File: config.mk
export PLATFORM = sky130hd
export DESIGN_NAME = calendar_date_adder_top
export DESIGN_NICKNAME = d
export VERILOG_FILES = /design/src/sv/cda_pkg.sv /design/src/sv/cda_ctrl.sv /design/src/sv/cda_dp.sv /design/src/sv/calendar_date_adder_top.sv
export SDC_FILE = /design/constraint.sdc
export NUM_CORES = 1
export LEC_CHECK = 0
export BUFFER_PORTS_ARGS = -buffer_cell sky130_fd_sc_hd__buf_2
export CAP_MARGIN = 15
export CORE_AREA = 3 3 144 146
export CTS_CLUSTER_DIAMETER = 120
export DETAILED_ROUTE_END_ITERATION = 6
export DIE_AREA = 0 0 147 149
export MAX_ROUTING_LAYER = met4
export PLACE_DENSITY = 0.7
export SYNTH_ARGS = -nofsm -noshare
export SYNTH_HDL_FRONTEND = slang
export SYNTH_SLANG_ARGS = --single-unit
export TNS_END_PERCENT = 100
File: constraint.sdc
create_clock -name clk -period 6 [get_ports clk]
set_input_delay 0.9 -clock clk [delete_from_list [all_inputs] [get_ports clk]]
set_output_delay 0.9 -clock clk [all_outputs]
set_load 0.02 [all_outputs]
File: src/sv/cda_pkg.sv
// ----------------------------------------------------------------------------
// cda_pkg
// Types, constants and month-length helper for the calendar date adder.
// ----------------------------------------------------------------------------
package cda_pkg;

  localparam int FUNC_W   = 2;
  localparam int YEAR_W   = 14;
  localparam int MONTH_W  = 4;
  localparam int DAY_W    = 5;
  localparam int COUNT_W  = 16;
  localparam int STATUS_W = 2;
  localparam int NDAY_W   = 19;
  localparam int QUOT_W   = 8;
  localparam int REM_W    = 7;

  localparam logic [YEAR_W-1:0]  MAX_YEAR  = 14'd9999;
  localparam logic [COUNT_W-1:0] COUNT_MAX = 16'd65535;

  localparam logic [MONTH_W-1:0] MONTH_JAN = 4'd1;
  localparam logic [MONTH_W-1:0] MONTH_FEB = 4'd2;
  localparam logic [MONTH_W-1:0] MONTH_DEC = 4'd12;
  localparam logic [DAY_W-1:0]   DAY_LAST_DEC = 5'd31;

  // Division of the year by 100 through a reciprocal multiply.
  localparam logic [12:0]  RECIP_100   = 13'd5243;
  localparam int           RECIP_SHIFT = 19;
  localparam logic [REM_W-1:0] CENT_LAST = 7'd99;

  localparam logic [DAY_W-1:0] MONTH_LEN [12] = '{
    5'd31, 5'd28, 5'd31, 5'd30, 5'd31, 5'd30,
    5'd31, 5'd31, 5'd30, 5'd31, 5'd30, 5'd31
  };

  typedef enum logic [FUNC_W-1:0] {
    FUNC_DAYS,
    FUNC_WEEKS,
    FUNC_MONTHS,
    FUNC_YEARS
  } func_t;

  typedef enum logic [STATUS_W-1:0] {
    ST_OK,
    ST_INVALID,
    ST_OVERFLOW
  } status_t;

  typedef enum logic [2:0] {
    S_IDLE,
    S_INIT_Q,
    S_INIT_R,
    S_CHECK,
    S_DAYS,
    S_MONTHS,
    S_DONE
  } state_t;

  typedef struct packed {
    logic load;
    logic calc_q;
    logic calc_r;
    logic check;
    logic step_day;
    logic step_month;
    logic emit;
  } ctrl_cmd_t;

  typedef struct packed {
    logic  date_valid;
    func_t func;
    logic  day_last;
    logic  month_last;
    logic  year_ovf;
    logic  out_free;
  } dp_sts_t;

  function automatic logic [DAY_W-1:0] month_days(input logic [MONTH_W-1:0] m,
                                                  input logic leap);
    logic [MONTH_W-1:0] idx;
    idx = m - 4'd1;
    if (m == MONTH_FEB) begin
      return leap ? 5'd29 : 5'd28;
    end else if (m >= MONTH_JAN && m <= MONTH_DEC) begin
      return MONTH_LEN[idx];
    end else begin
      return 5'd31;
    end
  endfunction

endpackage

File: src/sv/cda_ctrl.sv
// ----------------------------------------------------------------------------
// cda_ctrl
// Sequencer of the calendar date adder: loads an item, primes the leap-year
// counters, validates the date, steps months until the count is used up and emits the result.
// ----------------------------------------------------------------------------
module cda_ctrl (
  input  logic               clk,
  input  logic               rst_n,
  input  logic               in_valid,
  output logic               in_ready,
  input  cda_pkg::dp_sts_t   sts,
  output cda_pkg::ctrl_cmd_t cmd
);

  cda_pkg::state_t state_r;
  cda_pkg::state_t state_nxt;

  always_ff @(posedge clk) begin
    if (!rst_n) begin
      state_r <= cda_pkg::S_IDLE;
    end else begin
      state_r <= state_nxt;
    end
  end

  always_comb begin
    state_nxt = state_r;
    unique case (state_r)
      cda_pkg::S_IDLE: begin
        if (in_valid) state_nxt = cda_pkg::S_INIT_Q;
      end
      cda_pkg::S_INIT_Q: state_nxt = cda_pkg::S_INIT_R;
      cda_pkg::S_INIT_R: state_nxt = cda_pkg::S_CHECK;
      cda_pkg::S_CHECK: begin
        if (!sts.date_valid) begin
          state_nxt = cda_pkg::S_DONE;
        end else begin
          unique case (sts.func) inside
            cda_pkg::FUNC_DAYS, cda_pkg::FUNC_WEEKS: state_nxt = cda_pkg::S_DAYS;
            cda_pkg::FUNC_MONTHS:                    state_nxt = cda_pkg::S_MONTHS;
            default:                                 state_nxt = cda_pkg::S_DONE;
          endcase
        end
      end
      cda_pkg::S_DAYS: begin
        if (sts.day_last || sts.year_ovf) state_nxt = cda_pkg::S_DONE;
      end
      cda_pkg::S_MONTHS: begin
        if (sts.month_last || sts.year_ovf) state_nxt = cda_pkg::S_DONE;
      end
      cda_pkg::S_DONE: begin
        if (sts.out_free) state_nxt = cda_pkg::S_IDLE;
      end
      default: state_nxt = cda_pkg::S_IDLE;
    endcase
  end

  always_comb begin
    cmd      = '0;
    in_ready = 1'b0;
    unique case (state_r)
      cda_pkg::S_IDLE: begin
        in_ready = 1'b1;
        cmd.load = in_valid;
      end
      cda_pkg::S_INIT_Q: cmd.calc_q = 1'b1;
      cda_pkg::S_INIT_R: cmd.calc_r = 1'b1;
      cda_pkg::S_CHECK:  cmd.check  = 1'b1;
      cda_pkg::S_DAYS:   cmd.step_day = 1'b1;
      cda_pkg::S_MONTHS: cmd.step_month = !sts.month_last;
      cda_pkg::S_DONE:   cmd.emit = sts.out_free;
      default: cmd = '0;
    endcase
  end

endmodule

File: src/sv/cda_dp.sv
// ----------------------------------------------------------------------------
// cda_dp
// Datapath of the calendar date adder: date registers, remaining count,
// leap-year counters and the output register.
// ----------------------------------------------------------------------------
module cda_dp (
  input  logic                          clk,
  input  logic                          rst_n,
  input  logic [cda_pkg::FUNC_W-1:0]    in_func,
  input  logic [cda_pkg::YEAR_W-1:0]    in_start_year,
  input  logic [cda_pkg::MONTH_W-1:0]   in_start_month,
  input  logic [cda_pkg::DAY_W-1:0]     in_start_day,
  input  logic [cda_pkg::COUNT_W-1:0]   in_count,
  output logic                          out_valid,
  input  logic                          out_ready,
  output logic [cda_pkg::YEAR_W-1:0]    out_result_year,
  output logic [cda_pkg::MONTH_W-1:0]   out_result_month,
  output logic [cda_pkg::DAY_W-1:0]     out_result_day,
  output logic [cda_pkg::STATUS_W-1:0]  out_status,
  input  cda_pkg::ctrl_cmd_t            cmd,
  output cda_pkg::dp_sts_t              sts
);

  cda_pkg::func_t                  func_r,   func_nxt;
  logic [cda_pkg::YEAR_W-1:0]      year_r,   year_nxt;
  logic [cda_pkg::MONTH_W-1:0]     month_r,  month_nxt;
  logic [cda_pkg::DAY_W-1:0]       day_r,    day_nxt;
  logic [cda_pkg::NDAY_W-1:0]      n_r,      n_nxt;
  logic [cda_pkg::QUOT_W-1:0]      q_r,      q_nxt;
  logic [cda_pkg::REM_W-1:0]       r100_r,   r100_nxt;
  logic [1:0]                      cent4_r,  cent4_nxt;
  cda_pkg::status_t                status_r, status_nxt;

  logic                            out_valid_r, out_valid_nxt;
  logic [cda_pkg::YEAR_W-1:0]      out_year_r,  out_year_nxt;
  logic [cda_pkg::MONTH_W-1:0]     out_month_r, out_month_nxt;
  logic [cda_pkg::DAY_W-1:0]       out_day_r,   out_day_nxt;
  logic [cda_pkg::STATUS_W-1:0]    out_status_r, out_status_nxt;

  logic                            leap;
  logic [cda_pkg::DAY_W-1:0]       dim_cur;
  logic [cda_pkg::DAY_W-1:0]       dim_next;
  logic [cda_pkg::DAY_W-1:0]       left;
  logic [cda_pkg::MONTH_W-1:0]     mon_next;
  logic                            year_wrap;
  logic                            year_ovf;
  logic                            day_last;
  logic                            date_valid;
  logic [cda_pkg::COUNT_W-1:0]     count_sat;
  logic [26:0]                     recip_prod;
  logic [14:0]                     cent_base;
  logic [cda_pkg::YEAR_W+2:0]      year_sum;
  logic                            out_free;

  always_ff @(posedge clk) begin
    if (!rst_n) begin
      out_valid_r <= 1'b0;
    end else begin
      out_valid_r <= out_valid_nxt;
    end
  end

  always_ff @(posedge clk) begin
    func_r       <= func_nxt;
    year_r       <= year_nxt;
    month_r      <= month_nxt;
    day_r        <= day_nxt;
    n_r          <= n_nxt;
    q_r          <= q_nxt;
    r100_r       <= r100_nxt;
    cent4_r      <= cent4_nxt;
    status_r     <= status_nxt;
    out_year_r   <= out_year_nxt;
    out_month_r  <= out_month_nxt;
    out_day_r    <= out_day_nxt;
    out_status_r <= out_status_nxt;
  end

  always_comb begin
    leap       = ((year_r[1:0] == 2'd0) && (r100_r != '0)) ||
                 ((r100_r == '0) && (cent4_r == 2'd0));
    dim_cur    = cda_pkg::month_days(month_r, leap);
    year_wrap  = (month_r == cda_pkg::MONTH_DEC);
    mon_next   = year_wrap ? cda_pkg::MONTH_JAN : month_r + 4'd1;
    dim_next   = cda_pkg::month_days(mon_next, leap);
    year_ovf   = year_wrap && (year_r >= cda_pkg::MAX_YEAR);
    left       = dim_cur - day_r;
    day_last   = (n_r <= cda_pkg::NDAY_W'(left));
    date_valid = (year_r <= cda_pkg::MAX_YEAR) && (month_r >= cda_pkg::MONTH_JAN) &&
                 (month_r <= cda_pkg::MONTH_DEC) && (day_r != '0) && (day_r <= dim_cur);
    count_sat  = (in_count > cda_pkg::COUNT_MAX) ? cda_pkg::COUNT_MAX : in_count;
    recip_prod = 27'(year_r) * 27'(cda_pkg::RECIP_100);
    cent_base  = 15'(q_r) * 15'd100;
    year_sum   = (cda_pkg::YEAR_W+3)'(year_r) +
                 (cda_pkg::YEAR_W+3)'(n_r[cda_pkg::COUNT_W-1:0]);
    out_free   = !out_valid_r || out_ready;
  end

  always_comb begin
    func_nxt       = func_r;
    year_nxt       = year_r;
    month_nxt      = month_r;
    day_nxt        = day_r;
    n_nxt          = n_r;
    q_nxt          = q_r;
    r100_nxt       = r100_r;
    cent4_nxt      = cent4_r;
    status_nxt     = status_r;
    out_valid_nxt  = out_valid_r && !out_ready;
    out_year_nxt   = out_year_r;
    out_month_nxt  = out_month_r;
    out_day_nxt    = out_day_r;
    out_status_nxt = out_status_r;

    if (cmd.load) begin
      func_nxt  = cda_pkg::func_t'(in_func);
      year_nxt  = in_start_year;
      month_nxt = in_start_month;
      day_nxt   = in_start_day;
      n_nxt     = cda_pkg::NDAY_W'(count_sat);
    end

    if (cmd.calc_q) begin
      q_nxt = recip_prod[cda_pkg::RECIP_SHIFT +: cda_pkg::QUOT_W];
    end

    if (cmd.calc_r) begin
      r100_nxt  = cda_pkg::REM_W'(15'(year_r) - cent_base);
      cent4_nxt = q_r[1:0];
    end

    if (cmd.check) begin
      status_nxt = date_valid ? cda_pkg::ST_OK : cda_pkg::ST_INVALID;
      if (func_r == cda_pkg::FUNC_WEEKS) begin
        n_nxt = (n_r << 3) - n_r;
      end
      if (date_valid && (func_r == cda_pkg::FUNC_YEARS)) begin
        if (year_sum > (cda_pkg::YEAR_W+3)'(cda_pkg::MAX_YEAR)) begin
          year_nxt   = cda_pkg::MAX_YEAR;
          month_nxt  = cda_pkg::MONTH_DEC;
          day_nxt    = cda_pkg::DAY_LAST_DEC;
          status_nxt = cda_pkg::ST_OVERFLOW;
        end else begin
          year_nxt = year_sum[cda_pkg::YEAR_W-1:0];
        end
      end
    end

    if (cmd.step_day || cmd.step_month) begin
      if (cmd.step_day && day_last) begin
        day_nxt = day_r + n_r[cda_pkg::DAY_W-1:0];
      end else if (year_ovf) begin
        year_nxt   = cda_pkg::MAX_YEAR;
        month_nxt  = cda_pkg::MONTH_DEC;
        day_nxt    = cda_pkg::DAY_LAST_DEC;
        status_nxt = cda_pkg::ST_OVERFLOW;
      end else begin
        month_nxt = mon_next;
        if (year_wrap) begin
          year_nxt = year_r + 14'd1;
          if (r100_r == cda_pkg::CENT_LAST) begin
            r100_nxt  = '0;
            cent4_nxt = cent4_r + 2'd1;
          end else begin
            r100_nxt = r100_r + 7'd1;
          end
        end
        if (cmd.step_day) begin
          n_nxt   = n_r - cda_pkg::NDAY_W'(left) - 19'd1;
          day_nxt = 5'd1;
        end else begin
          n_nxt   = n_r - 19'd1;
          day_nxt = (day_r > dim_next) ? dim_next : day_r;
        end
      end
    end

    if (cmd.emit) begin
      out_valid_nxt  = 1'b1;
      out_year_nxt   = year_r;
      out_month_nxt  = month_r;
      out_day_nxt    = day_r;
      out_status_nxt = status_r;
    end
  end

  assign sts.date_valid = date_valid;
  assign sts.func       = func_r;
  assign sts.day_last   = day_last;
  assign sts.month_last = (n_r == '0);
  assign sts.year_ovf   = year_ovf;
  assign sts.out_free   = out_free;

  assign out_valid        = out_valid_r;
  assign out_result_year  = out_year_r;
  assign out_result_month = out_month_r;
  assign out_result_day   = out_day_r;
  assign out_status       = out_status_r;

endmodule

File: src/sv/calendar_date_adder_top.sv
// ----------------------------------------------------------------------------
// calendar_date_adder_top
// Adds days, weeks, months or years to a Gregorian date.
// ----------------------------------------------------------------------------
// One transaction at a time: the date is loaded at acceptance, and the block
// then primes its leap-year counters (quotient, then remainder by 100) and
// validates the date. Year additions and invalid dates then finish at once. Day
// and week additions step across month boundaries, and month additions step
// month by month, until the count is used up or the year overflows; both share
// the single month-step unit in the datapath. A last state hands the result to an
// output register, so the next transaction is accepted while a finished
// result waits.
module calendar_date_adder_top (
  input  logic                          clk,
  input  logic                          rst_n,
  input  logic                          in_valid,
  output logic                          in_ready,
  input  logic [cda_pkg::FUNC_W-1:0]    in_func,
  input  logic [cda_pkg::YEAR_W-1:0]    in_start_year,
  input  logic [cda_pkg::MONTH_W-1:0]   in_start_month,
  input  logic [cda_pkg::DAY_W-1:0]     in_start_day,
  input  logic [cda_pkg::COUNT_W-1:0]   in_count,
  output logic                          out_valid,
  input  logic                          out_ready,
  output logic [cda_pkg::YEAR_W-1:0]    out_result_year,
  output logic [cda_pkg::MONTH_W-1:0]   out_result_month,
  output logic [cda_pkg::DAY_W-1:0]     out_result_day,
  output logic [cda_pkg::STATUS_W-1:0]  out_status
);

  cda_pkg::ctrl_cmd_t cmd;
  cda_pkg::dp_sts_t   sts;

  cda_ctrl u_ctrl (
    .clk      (clk),
    .rst_n    (rst_n),
    .in_valid (in_valid),
    .in_ready (in_ready),
    .sts      (sts),
    .cmd      (cmd)
  );

  cda_dp u_dp (
    .clk              (clk),
    .rst_n            (rst_n),
    .in_func          (in_func),
    .in_start_year    (in_start_year),
    .in_start_month   (in_start_month),
    .in_start_day     (in_start_day),
    .in_count         (in_count),
    .out_valid        (out_valid),
    .out_ready        (out_ready),
    .out_result_year  (out_result_year),
    .out_result_month (out_result_month),
    .out_result_day   (out_result_day),
    .out_status       (out_status),
    .cmd              (cmd),
    .sts              (sts)
  );

endmodule

==> results by stage, run 1 <==
Run status:
- The run finished with clean final reports.

Placed design:
- During placement, the flow inserted port buffers numbering 71.
- The worst slack after detailed placement is around 0.84 ns.
- The weighted congestion at the end of routability-driven global placement is 0.936.
- The half-perimeter wire length after placement is 22100 um.

Timing:
- Subtracting the final worst setup slack from the clock period gives 5.24 ns.
- The worst pin sits at a relative slew slack of 31.7%.
- The total count of max-transition violations in the final report is 0.
- Setup repair after global routing left no endpoint under its margin.
- Between clock sinks in the finished design, the worst skew comes to 0.00697 ns.
- The final-report hold violation count is 0.
- At the pin with the least slew margin, the transition time is 1.02 ns.
- Static timing analysis puts the maximum clock frequency at 191 MHz.
- The number of failing setup endpoints in the final timing report is 0.
- Adding up every negative setup slack in the final design gives 0 ns.
- Dividing the final minimum period by the clock period gives between 80% and 90%.
- The final worst setup slack is 0.758 ns.

Cells and area:
- Of the cells placed in the final design, the portion with a size suffix greater than 1 is around 11%.
- The number of inserted diodes is 0.
- The count of filler cells inserted in the layout is 1804.
- Once layout is complete, the utilization of the core stands at 58.3%.
- Compared with the post-synthesis result, the final layout area differs by 8.97%.
- Summing all flip-flop and latch instances after layout gives 2150 sq um.
- The area taken by multi-input logic gates is 7540 sq um.
- The post-layout net count is around 1500.

Synth:
- Sequential elements use 20.6% of the synthesized area.
- The netlist area before placement is around 10000 sq um.
- The share of flip-flops with an asynchronous set or reset is 0%.
- Synthesis handed over a netlist of about 1200 instances.
- Counting every net in the synthesized netlist gives 1440.
- The number of distinct standard cells referenced by the synthesized netlist is 90.
- The commonest register cell after synthesis is dfxtp_1.
- The synthesized design contains 37 enable-type register cells.
- The mean area per synthesized cell is 8.95 sq um.
- The count of warnings emitted by yosys is 0.
- Counting flops and latches in the post-synthesis netlist gives 89.

Hold path:
- The tightest min-delay check is of the flop to flop type.

Clock tree:
- The number of CTS-inserted buffers is 9.
- The largest buffer count on any clock path is 2.
- After clock tree synthesis, the clock-pin slew on the worst setup and hold paths is around 0.080 ns.
- The library cell used as clock root buffer is clkbuf_16.
- Post-CTS repair changed the size of 0 cells.
- The hold buffer count at cts is 0.
- The clock reaches the later pin of the worst-skew pair after about 0.36 ns.
- The number of H-tree levels is 3.
- The count of buffers added by post-CTS timing repair for setup is 0.
- The number of clock sinks is 89.
- TritonCTS built the clock tree.

Worst setup path:
- The worst setup path is launched from a flop.
- The top fanout value on the critical path is 32.
- The required time reported for the critical path endpoint is 6.28 ns.
- The worst setup path is of the flop to flop kind.
- The signal arrival time at the worst endpoint is 5.52 ns.
- The kind of end point of the critical path is a flop.

Die:
- The count of standard-cell rows is 51.
- For this design the top-level I/O count stands at 72.
- The area of the core region is 19500 sq um.
- The floorplan step set the die height to between 100 and 150 um.
- The chip width is 147 um.
- The starting density of the core is ~53%.
- The floorplan step defined a die boundary enclosing roughly 22000 sq um.

Detailed routing:
- The remaining number of nets flagged by the antenna check after routing is 0.
- In the final routed layout, each cell accounts on average for about 19 um.
- After detailed routing, the number of remaining DRC violations is 0.
- Using the TritonRoute via totals, the vias-per-cell ratio works out to roughly 6.
- The total via count after detailed routing is 8781.
- Before antenna repair, the detailed router went through 5 iterations.
- The first routing iteration left just over 700 violations.
- The overall routed net length is 27800 um.

Global route:
- The total grt overflow is 0.
- The wire length of the first global-routing pass is 44700 um.
- The largest net degree at the start of global routing is 35.
- The number of antenna violations at the first check in global routing is 0.
- The via count of the first global-routing pass is 8476.
- The global routing usage summed across all routing layers is about a quarter.

Run:
- The number of maximum-capacitance constraint violations is 0.
## kinds of logic after synthesis
| logic type | after synthesis | share of synthesized area (%) |
|---|---|---|
| buf+inv | 193 | 7.22 |
| flops | 89 | 20.6 |
| xor+xnor | 69 | 5.79 |
| compound gates | 286 | 19.0 |
| simple gates | 289 | 13.9 |
| mux | 13 | 1.34 |
| fa+ha+maj | 228 | 32.1 |
## worst paths after layout
path / start / end / slack [ns] / depth (start not counted)
min: u_dp.status_r[0] / u_dp.out_status[0] / 0.46 / 0
max reg2reg: u_dp.month_r[0] / u_dp.n_r[18] / 0.76 / 20
min reg2reg: u_dp.status_r[0] / u_dp.out_status[0] / 0.46 / 0
max: u_dp.month_r[0] / u_dp.n_r[18] / 0.76 / 20
## stage by stage
stage | std cells | hold WS, ns | cell area [sq um]
4_1_cts | 1500 | 0.464 | 11400
5_1_grt | 1500 | 0.483 | 11400
3_5_place_dp | 1484 | 0.430 | 11100
6_report | 1500 | 0.459 | 11400
3_3_place_gp | 1484 | 0.449 | 11100
2_1_floorplan | 1167 | 0.408 | 10400
## flip-flops by register name, indices dropped and copies added (netlist names)
| register | flops |
|---|---|
| u_dp.n_r | 19 |
| u_dp.out_result_year | 14 |
| u_dp.year_r | 14 |
| u_dp.r100_r | 7 |
| u_dp.day_r | 5 |
| u_dp.out_result_day | 5 |
| u_dp.q_r | 5 |
| u_dp.month_r | 4 |
| u_dp.out_result_month | 4 |
| u_ctrl.state_r | 3 |
| u_dp.cent4_r | 2 |
| u_dp.func_r | 2 |
| u_dp.out_status | 2 |
| u_dp.status_r | 2 |
| u_dp.out_valid | 1 |
## Yosys cell counts, types with 14 or more instances
master / instances / area share, %
a21o_1: 28 / 2.0
a21oi_1: 76 / 3.6
a31oi_1: 15 / 0.90
clkbuf_1: 14 / 0.50
dfxtp_1: 52 / 10
edfxtp_1: 37 / 11
fa_1: 67 / 13
ha_1: 161 / 19
inv_1: 160 / 5.8
nand2_1: 73 / 2.6
nand3_1: 29 / 1.4
nor2_1: 79 / 2.8
nor3_1: 23 / 1.1
o211ai_1: 25 / 1.8
o21ai_0: 44 / 2.1
xnor2_1: 42 / 3.5
xor2_1: 27 / 2.3
## cell type report
cell class / count / area share, %
timing repair buffer: 83 / 3.91
clock inverter: 7 / 0.649
tap: 265 / 2.91
inverter: 162 / 5.34
clock buffer: 9 / 1.98
sequential: 89 / 18.9
multi-input combinational: 885 / 66.3
## routing by layer
layer | up-vias | routed length (um) | track usage, %
met5 | - | 0 | -
met4 | 0 | 564 | 6.29
met3 | 35 | 1660 | 3.59
met2 | 310 | 12700 | 40.4
met1 | 4201 | 12900 | 37.7
li1 | 4235 | - | -
## critical path: stages, from the launching register on
cell and delay [ns]:
dfxtp_1 0.46, inv_1 0.19, ha_1 0.26, or4b_2 0.59, o21ai_0 0.14, a211oi_1 0.08
mux2_2 0.27, ha_1 0.17, inv_1 0.10, fa_1 0.22, nor2_1 0.07, xor2_1 0.14
ha_1 0.38, and3_1 0.20, o21a_1 0.14, o31ai_2 0.08, and3_4 0.19, or3_4 0.55
or4_4 0.53, mux2_4 0.32, o211ai_2 0.08
## layout by cell type, fill, tap and decap left out, drive strengths merged, types with 6 or more instances in the layout
cell type / count
o21ai: 45
o21a: 10
a21o: 28
or3: 6
nand2b: 13
nand3: 30
inv: 165
o211ai: 28
xor2: 27
dfxtp: 52
nor3: 25
nand2: 74
nor4: 6
and3: 9
clkbuf: 9
nor2b: 11
buf: 83
xnor2: 42
mux2i: 11
a211oi: 13
ha: 161
edfxtp: 37
fa: 67
nor3b: 8
a32o: 6
nor2: 79
o22ai: 8
a31oi: 15
a21oi: 77
Power of run 1 is left out: the tool's default activity adds up to more than one toggle a clock period on the data nets, which glitch-free logic cannot reach.
==> run 2, diff against run 1 <==
==> constraint.sdc (replaced) <==
create_clock -name clk -period 5.2 [get_ports clk]
set_input_delay 0.78 -clock clk [delete_from_list [all_inputs] [get_ports clk]]
set_output_delay 0.78 -clock clk [all_outputs]
set_load 0.02 [all_outputs]
==> results by stage, run 2 (synthesis results as in run 1) <==
Run status:
- The flow ran to the end, and the final reports show no timing, DRC or antenna violations.

Timing:
- The total count of max-transition violations in the final report is 0 (unchanged).
- The worst-case clock skew is 0.0134 ns (+0.00642 ns).
- The hold slack is 0.448 ns (-0.0106 ns).
- The number of failing setup endpoints in the final timing report is 0 (unchanged).
- The maximum clock rate came to 201 MHz (+5.2%).
- The shortest clock period the worst path allows after layout was 4.98 ns (-0.261 ns).
- The final worst-path cycle share came to 95.8% (+8.4 points).
- The slew of the pin with the lowest slew margin is 0.817 ns (-0.206 ns).
- The final-report hold violation count is 0 (unchanged).
- The worst slew slack as a fraction of its limit came to 45.4% (+14 points).

Global route:
- The met1 track demand over resource in global routing is 37.2% (-0.57 points).
- The routing usage on met2 was 38.6% (-1.8 points).
- The most used routing layer in global routing is met2.
- The number of antenna violations at the first check in global routing is 0 (unchanged).
- The total grt overflow came to 0 (unchanged).
- The via count of the first global-routing pass was 8254 (-2.6%).
- The largest net degree at the start of global routing was 34 (-2.9%).
- The global routing usage summed across all routing layers was 26.0% (-0.50 points).
- The wire length of the first global-routing pass came to 44000 um (-1.6%).
- The global-route track usage on met3 was 4.53% (+0.94 points).

Clock tree:
- TritonCTS built the clock tree.
- The number of clock sinks came to 89 (unchanged).
- The number of H-tree levels was 3 (unchanged).
- The number of CTS-inserted buffers is 9 (unchanged).
- The clock latency reported for the late side of the worst-skew pair was 0.35 ns (about the same).
- The clock input transition at the sequential cells of the worst setup and hold paths was 0.07 ns (about the same).
- CTS placed an instance of clkbuf_16 at the clock tree root.
- The largest buffer count on any clock path came to 2 (unchanged).

Die:
- The starting density of the core came to 53.5% (unchanged).
- The area of the core region is 19500 sq um (unchanged).
- The count of standard-cell rows is 51 (unchanged).
- The floorplan die area came to 21900 sq um (unchanged).
- The chip width is 147 um (unchanged).
- The overall die height is 149 um (unchanged).
- The count of boundary I/O pins is 72 (unchanged).

Worst setup path:
- STA classifies the critical path startpoint as a flop.
- STA classifies the critical path endpoint as a flop.
- The critical path class is flop to flop.
- Walking the worst path, the cells encountered are inv_1 -> ha_2 -> or4b_2 -> o21ai_0 -> a211oi_1 -> mux2_2 -> ha_1 -> inv_1 -> fa_1 -> nor2_1 -> xor2_1 -> ha_1 -> and3_1 -> o21a_1 -> o31ai_2 -> and3_4 -> or3_4 -> or4_4 -> mux2_4 -> o211ai_2.
- The delay of the slowest cell on the worst path came to 0.60 ns (about the same).
- The top fanout value on the critical path is 18 (-44%).
- The required time reported for the critical path endpoint was 5.47 ns (-0.81 ns).
- The register-to-register setup slack is 0.22 ns (-0.54 ns).
- The signal arrival time at the worst endpoint is 5.25 ns (-0.27 ns).
- The cell with the biggest individual delay on the critical path is or4b_2.

Placed design:
- The placed cell area is 11200 sq um (+1.4%).
- The weighted congestion at the end of routability-driven global placement is 0.940 (+0.42%).
- The half-perimeter wire length after placement was 22200 um (about the same).
- The port buffer count is 71 (unchanged).
- The number of cells after detailed placement is 1504 (+1.3%).

Run:
- The number of maximum-capacitance constraint violations came to 0 (unchanged).

Cells and area:
- Leaving out fill and tap cells, the most frequent cells in the layout are 160 x inv_1, 160 x ha_1, 78 x nor2_1, 76 x a21oi_1, 73 x nand2_1.
- The count of non-filler cells in the finished layout is 1521 (+1.4%).
- The share of cells above drive strength 1 was 12.4% (+1.5 points).
- The area added between synthesis and finish is 10.5%.
- Counting flops per register, the top entry is u_dp.n_r.
- The number of flip-flops in the largest register came to 19 (unchanged).
- The final instance area was 11500 sq um (+1.4%).
- The post-layout net count is 1524 (+1.4%).
- The number of inserted diodes is 0 (unchanged).

Detailed routing:
- The total via count after detailed routing is 8739 (-0.48%).
- The number of DRC markers after the initial detailed-route iteration came to 723 (unchanged).
- The average wire per cell in the routed design was 18.1 um (-2.7%).
- The overall routed net length is 27500 um (-1.3%).
- The number of remaining DRC errors was 0 (unchanged).
- The first-pass iteration count of the detailed router is 5 (unchanged).
- The remaining number of nets flagged by the antenna check after routing was 0 (unchanged).
- The detailed-route vias per instance is 5.75 (-1.9%).

Hold path:
- The type of the worst min-delay path is flop to flop.
## run 2: area by class of cell
type	count	area [sq um]
Clock inverter	6	66.3
Fill cell	1747	7990
Multi-Input combinational cell	885	7550
Timing Repair Buffer	104	603
Clock buffer	10	229
Tap cell	265	332
Sequential cell	89	2150
Inverter	162	608
## run 2: critical path: cells and delay by family (launching register included)
family          cells  cell delay, ns
buf+inv             2            0.24
mux                 2            0.59
simple gates        6            2.05
compound gates      5            0.52
flops               1            0.36
fa+ha+maj           4            1.00
xor+xnor            1            0.14
## run 2: metrics by stage
step,setup slack [ns],setup TNS [ns],utilization [%]
floorplan,0.464,0,-
global placement,0.311,0,57.5
detailed placement,0.221,0,57.5
CTS,0.202,0,59.0
global route,-0.00436,-0.00436,59.1
finish,0.219,0,59.1
## run 2: routing by layer
layer,part of all wire (%),wire (um)
met1,47,13000
met2,44,12000
met3,6.9,1900
met4,1.9,518
met5,0,0
## run 2: repair_timing
item	4_1_cts	5_1_grt
resized for setup	0	2
setup endpoints to repair	0	2
setup buffers	0	1
hold endpoints to repair	0	0
hold buffers	0	0
## run 2: path summary, 6_finish.rpt
| kind | cells past startpoint | startpoint | end |
|---|---|---|---|
| min reg2reg | 0 | u_dp.status_r[0] | u_dp.out_status[0] |
| max | 20 | u_dp.month_r[1] | u_dp.n_r[18] |
| max reg2reg | 20 | u_dp.month_r[1] | u_dp.n_r[18] |
| min | 0 | u_dp.status_r[0] | u_dp.out_status[0] |
Power of run 2 is left out for the same reason.
==> run 3, diff against run 2 <==
--- a/config.mk
+++ b/config.mk
@@ -7,12 +7,12 @@
 export LEC_CHECK = 0
 export BUFFER_PORTS_ARGS = -buffer_cell sky130_fd_sc_hd__buf_2
 export CAP_MARGIN = 15
-export CORE_AREA = 3 3 144 146
+export CORE_AREA = 3 3 157 159
 export CTS_CLUSTER_DIAMETER = 120
 export DETAILED_ROUTE_END_ITERATION = 6
-export DIE_AREA = 0 0 147 149
+export DIE_AREA = 0 0 160 162
 export MAX_ROUTING_LAYER = met4
-export PLACE_DENSITY = 0.7
+export PLACE_DENSITY = 0.61
 export SYNTH_ARGS = -nofsm -noshare
 export SYNTH_HDL_FRONTEND = slang
 export SYNTH_SLANG_ARGS = --single-unit
==> results by stage, run 3 (synthesis results as in run 1) <==
Worst setup path:
- The slowest stage of the critical path is the or4b_2 cell.
- The worst reg2reg path startpoint is u_dp.month_r[1].
- The critical path goes through inv_1 -> ha_2 -> or4b_2 -> o21ai_0 -> a211oi_1 -> mux2_2 -> ha_1 -> inv_1 -> fa_1 -> nor2_1 -> xor2_1 -> ha_1 -> and3_1 -> o21a_1 -> o31ai_2 -> and3_4 -> or3_4 -> or4_4 -> mux2_4 -> o211ai_2.
- The register-to-register setup slack is 0.29 ns (+0.07 ns).
- The worst setup path is of the flop to flop kind.
- In this design, the largest share of critical-path delay is due to simple AND/OR/NAND/NOR gates.
- The required time reported for the critical path endpoint is 5.47 ns (about the same).
- The kind of end point of the critical path is a flop.
- The worst-case reg-to-reg path depth is 20 (unchanged).
- The count of buffering cells on the critical path with inverters included was 2 (unchanged).
- The endpoint identified for the worst register-to-register timing path is u_dp.n_r[18].
- The top fanout value on the critical path is 13 (-5).
- The signal arrival time at the worst endpoint is 5.18 ns (-0.07 ns).
- The delay of the slowest cell on the worst path was 0.58 ns (-0.02 ns).
- The element type at the critical path start is a flop.

Global route:
- The global routing usage summed across all routing layers came to 22.0% (-4.0 points).
- The total grt overflow is 0 (unchanged).
- The largest net degree at the start of global routing is 57 (+68%).
- The number of antenna violations at the first check in global routing was 0 (unchanged).
- The via count of the first global-routing pass is 8268 (+0.17%).
- The wire length of the first global-routing pass is 44400 um (+0.82%).

Timing:
- The maximum clock rate is 204 MHz (+1.4%).
- The final worst setup slack is 0.288 ns (+0.0687 ns).
- The slew of the pin with the lowest slew margin is 1.12 ns (+0.302 ns).
- The total count of max-transition violations in the final report is 0 (unchanged).
- The number of failing setup endpoints in the final timing report was 0 (unchanged).
- The worst-case clock skew is 0.0132 ns (-0.000149 ns).
- The setup total negative slack came to 0 ns (unchanged).
- Setup repair after global routing left no endpoint under its margin.
- The shortest clock period the worst path allows after layout came to 4.91 ns (-0.0687 ns).
- The final-report hold violation count is 0 (unchanged).
- The worst slew slack as a fraction of its limit is 25.3% (-20 points).
- The final worst-path cycle share was 94.5% (-1.3 points).

Detailed routing:
- The total via count after detailed routing was 8644 (-1.1%).
- The overall routed net length was 27400 um (-0.15%).
- The remaining number of nets flagged by the antenna check after routing was 0 (unchanged).
- The average wire per cell in the routed design was 17.5 um (-3.2%).
- The detailed-route vias per instance is 5.51 (-4.1%).
- The number of remaining DRC errors is 0 (unchanged).
- The number of DRC markers after the initial detailed-route iteration is 610 (-16%).
- The first-pass iteration count of the detailed router is 5 (unchanged).

Cells and area:
- From synthesis to final layout, the design area changed by 11.2%.
- The share of cells above drive strength 1 is 12.5% (+0.060 points).
- The count of non-filler cells in the finished layout is 1569 (+3.2%).
- The count of filler cells inserted in the layout is 2250 (+29%).
- The number of inserted diodes is 0 (unchanged).
- The share of the core filled with cells in the final layout was 49.6% (-9.5 points).
- The number of flip-flops in the largest register is 19 (unchanged).
- The register with the most flip-flops is u_dp.n_r.
- In the layout the commonest cells are 160 x inv_1, 160 x ha_1, 78 x nor2_1, 76 x a21oi_1, 73 x nand2_1.
- The post-layout net count is 1518 (-0.39%).

Hold path:
- The depth of the worst hold-timing path was 0 (unchanged).
- The type of the worst min-delay path is flop to flop.
- The terminating pin of the worst hold path is u_dp.out_status[1].
- In this run the most critical hold path is launched from u_dp.status_r[1].

Clock tree:
- The number of clock sinks was 89 (unchanged).
- The hold buffer count at cts is 0 (unchanged).
- The library cell used as clock root buffer is clkbuf_16.
- The number of gates resized after cts was 0 (unchanged).
- The number of H-tree levels came to 3 (unchanged).
- The clock input transition at the sequential cells of the worst setup and hold paths is 0.06 ns (about the same).
- The number of CTS-inserted buffers is 9 (unchanged).
- The largest buffer count on any clock path came to 2 (unchanged).
- TritonCTS built the clock tree.
- The count of buffers added by post-CTS timing repair for setup is 0 (unchanged).
- The clock latency reported for the late side of the worst-skew pair is 0.36 ns (about the same).

Die:
- The count of boundary I/O pins is 72 (unchanged).
- The overall die height came to 162 um (+8.7%).
- The count of standard-cell rows was 56 (+9.8%).
- The starting density of the core was 44.6% (-8.9 points).
- The floorplan die area was 25900 sq um (+18%).
- The chip width is 160 um (+8.8%).
- The area of the core region is 23400 sq um (+20%).

Placed design:
- The half-perimeter wire length after placement was 22000 um (-0.53%).
- The number of cells after detailed placement is 1553 (+3.3%).
- The worst slack after detailed placement came to 0.240 ns (+0.0183 ns).
- The weighted congestion at the end of routability-driven global placement is 0.914 (-2.8%).
- The port buffer count was 71 (unchanged).

Run:
- The number of maximum-capacitance constraint violations came to 0 (unchanged).

Run status:
- The flow ran to the end, and the final reports show no timing, DRC or antenna violations.
run 3: metal layers:
layer | GRT usage [%] | wire [um]
met5 | - | 0
met4 | 4.85 | 434
met2 | 32.7 | 12000
met3 | 3.34 | 1550
met1 | 31.8 | 13500
run 3: per-stage QoR:
stage / area [sq um] / hold slack [ns]
finish: 11600 / 0.435
global route: 11600 / 0.461
CTS: 11600 / 0.439
detailed placement: 11300 / 0.424
global placement: 11300 / 0.420
floorplan: 10400 / 0.408
run 3: area by class of cell:
cell class,count,area (sq um),share of cell area (%)
multi-input combinational,885,7570,65.2
sequential,89,2150,18.5
inverter,162,608,5.23
timing repair buffer,98,558,4.80
tap,319,399,3.44
clock buffer,10,239,2.06
clock inverter,6,90.1,0.775
run 3: how the worst max path moves through the flow:
stage / from / end / slack (ns) / cells past startpoint
2_1_floorplan: u_dp.year_r[12] / u_dp.q_r[4] / 0.46 / 13
5_1_grt: u_dp.month_r[0] / u_dp.n_r[18] / 0.02 / 20
4_1_cts: u_dp.month_r[1] / u_dp.n_r[18] / 0.22 / 20
3_3_place_gp: u_dp.month_r[1] / u_dp.n_r[18] / 0.31 / 20
6_report: u_dp.month_r[1] / u_dp.n_r[18] / 0.29 / 20
3_5_place_dp: u_dp.month_r[1] / u_dp.n_r[18] / 0.24 / 20
run 3: worst register-to-register path, stage by stage, from the launching register on:
cell and delay, ns:
dfxtp_2 0.37, inv_1 0.15, ha_2 0.25, or4b_2 0.58
o21ai_0 0.13, a211oi_1 0.08, mux2_2 0.28, ha_1 0.18
inv_1 0.09, fa_1 0.21, nor2_1 0.06, xor2_1 0.14
ha_1 0.36, and3_1 0.19, o21a_1 0.13, o31ai_2 0.09
and3_4 0.20, or3_4 0.46, or4_4 0.51, mux2_4 0.31
o211ai_2 0.06
Power of run 3 is left out for the same reason.
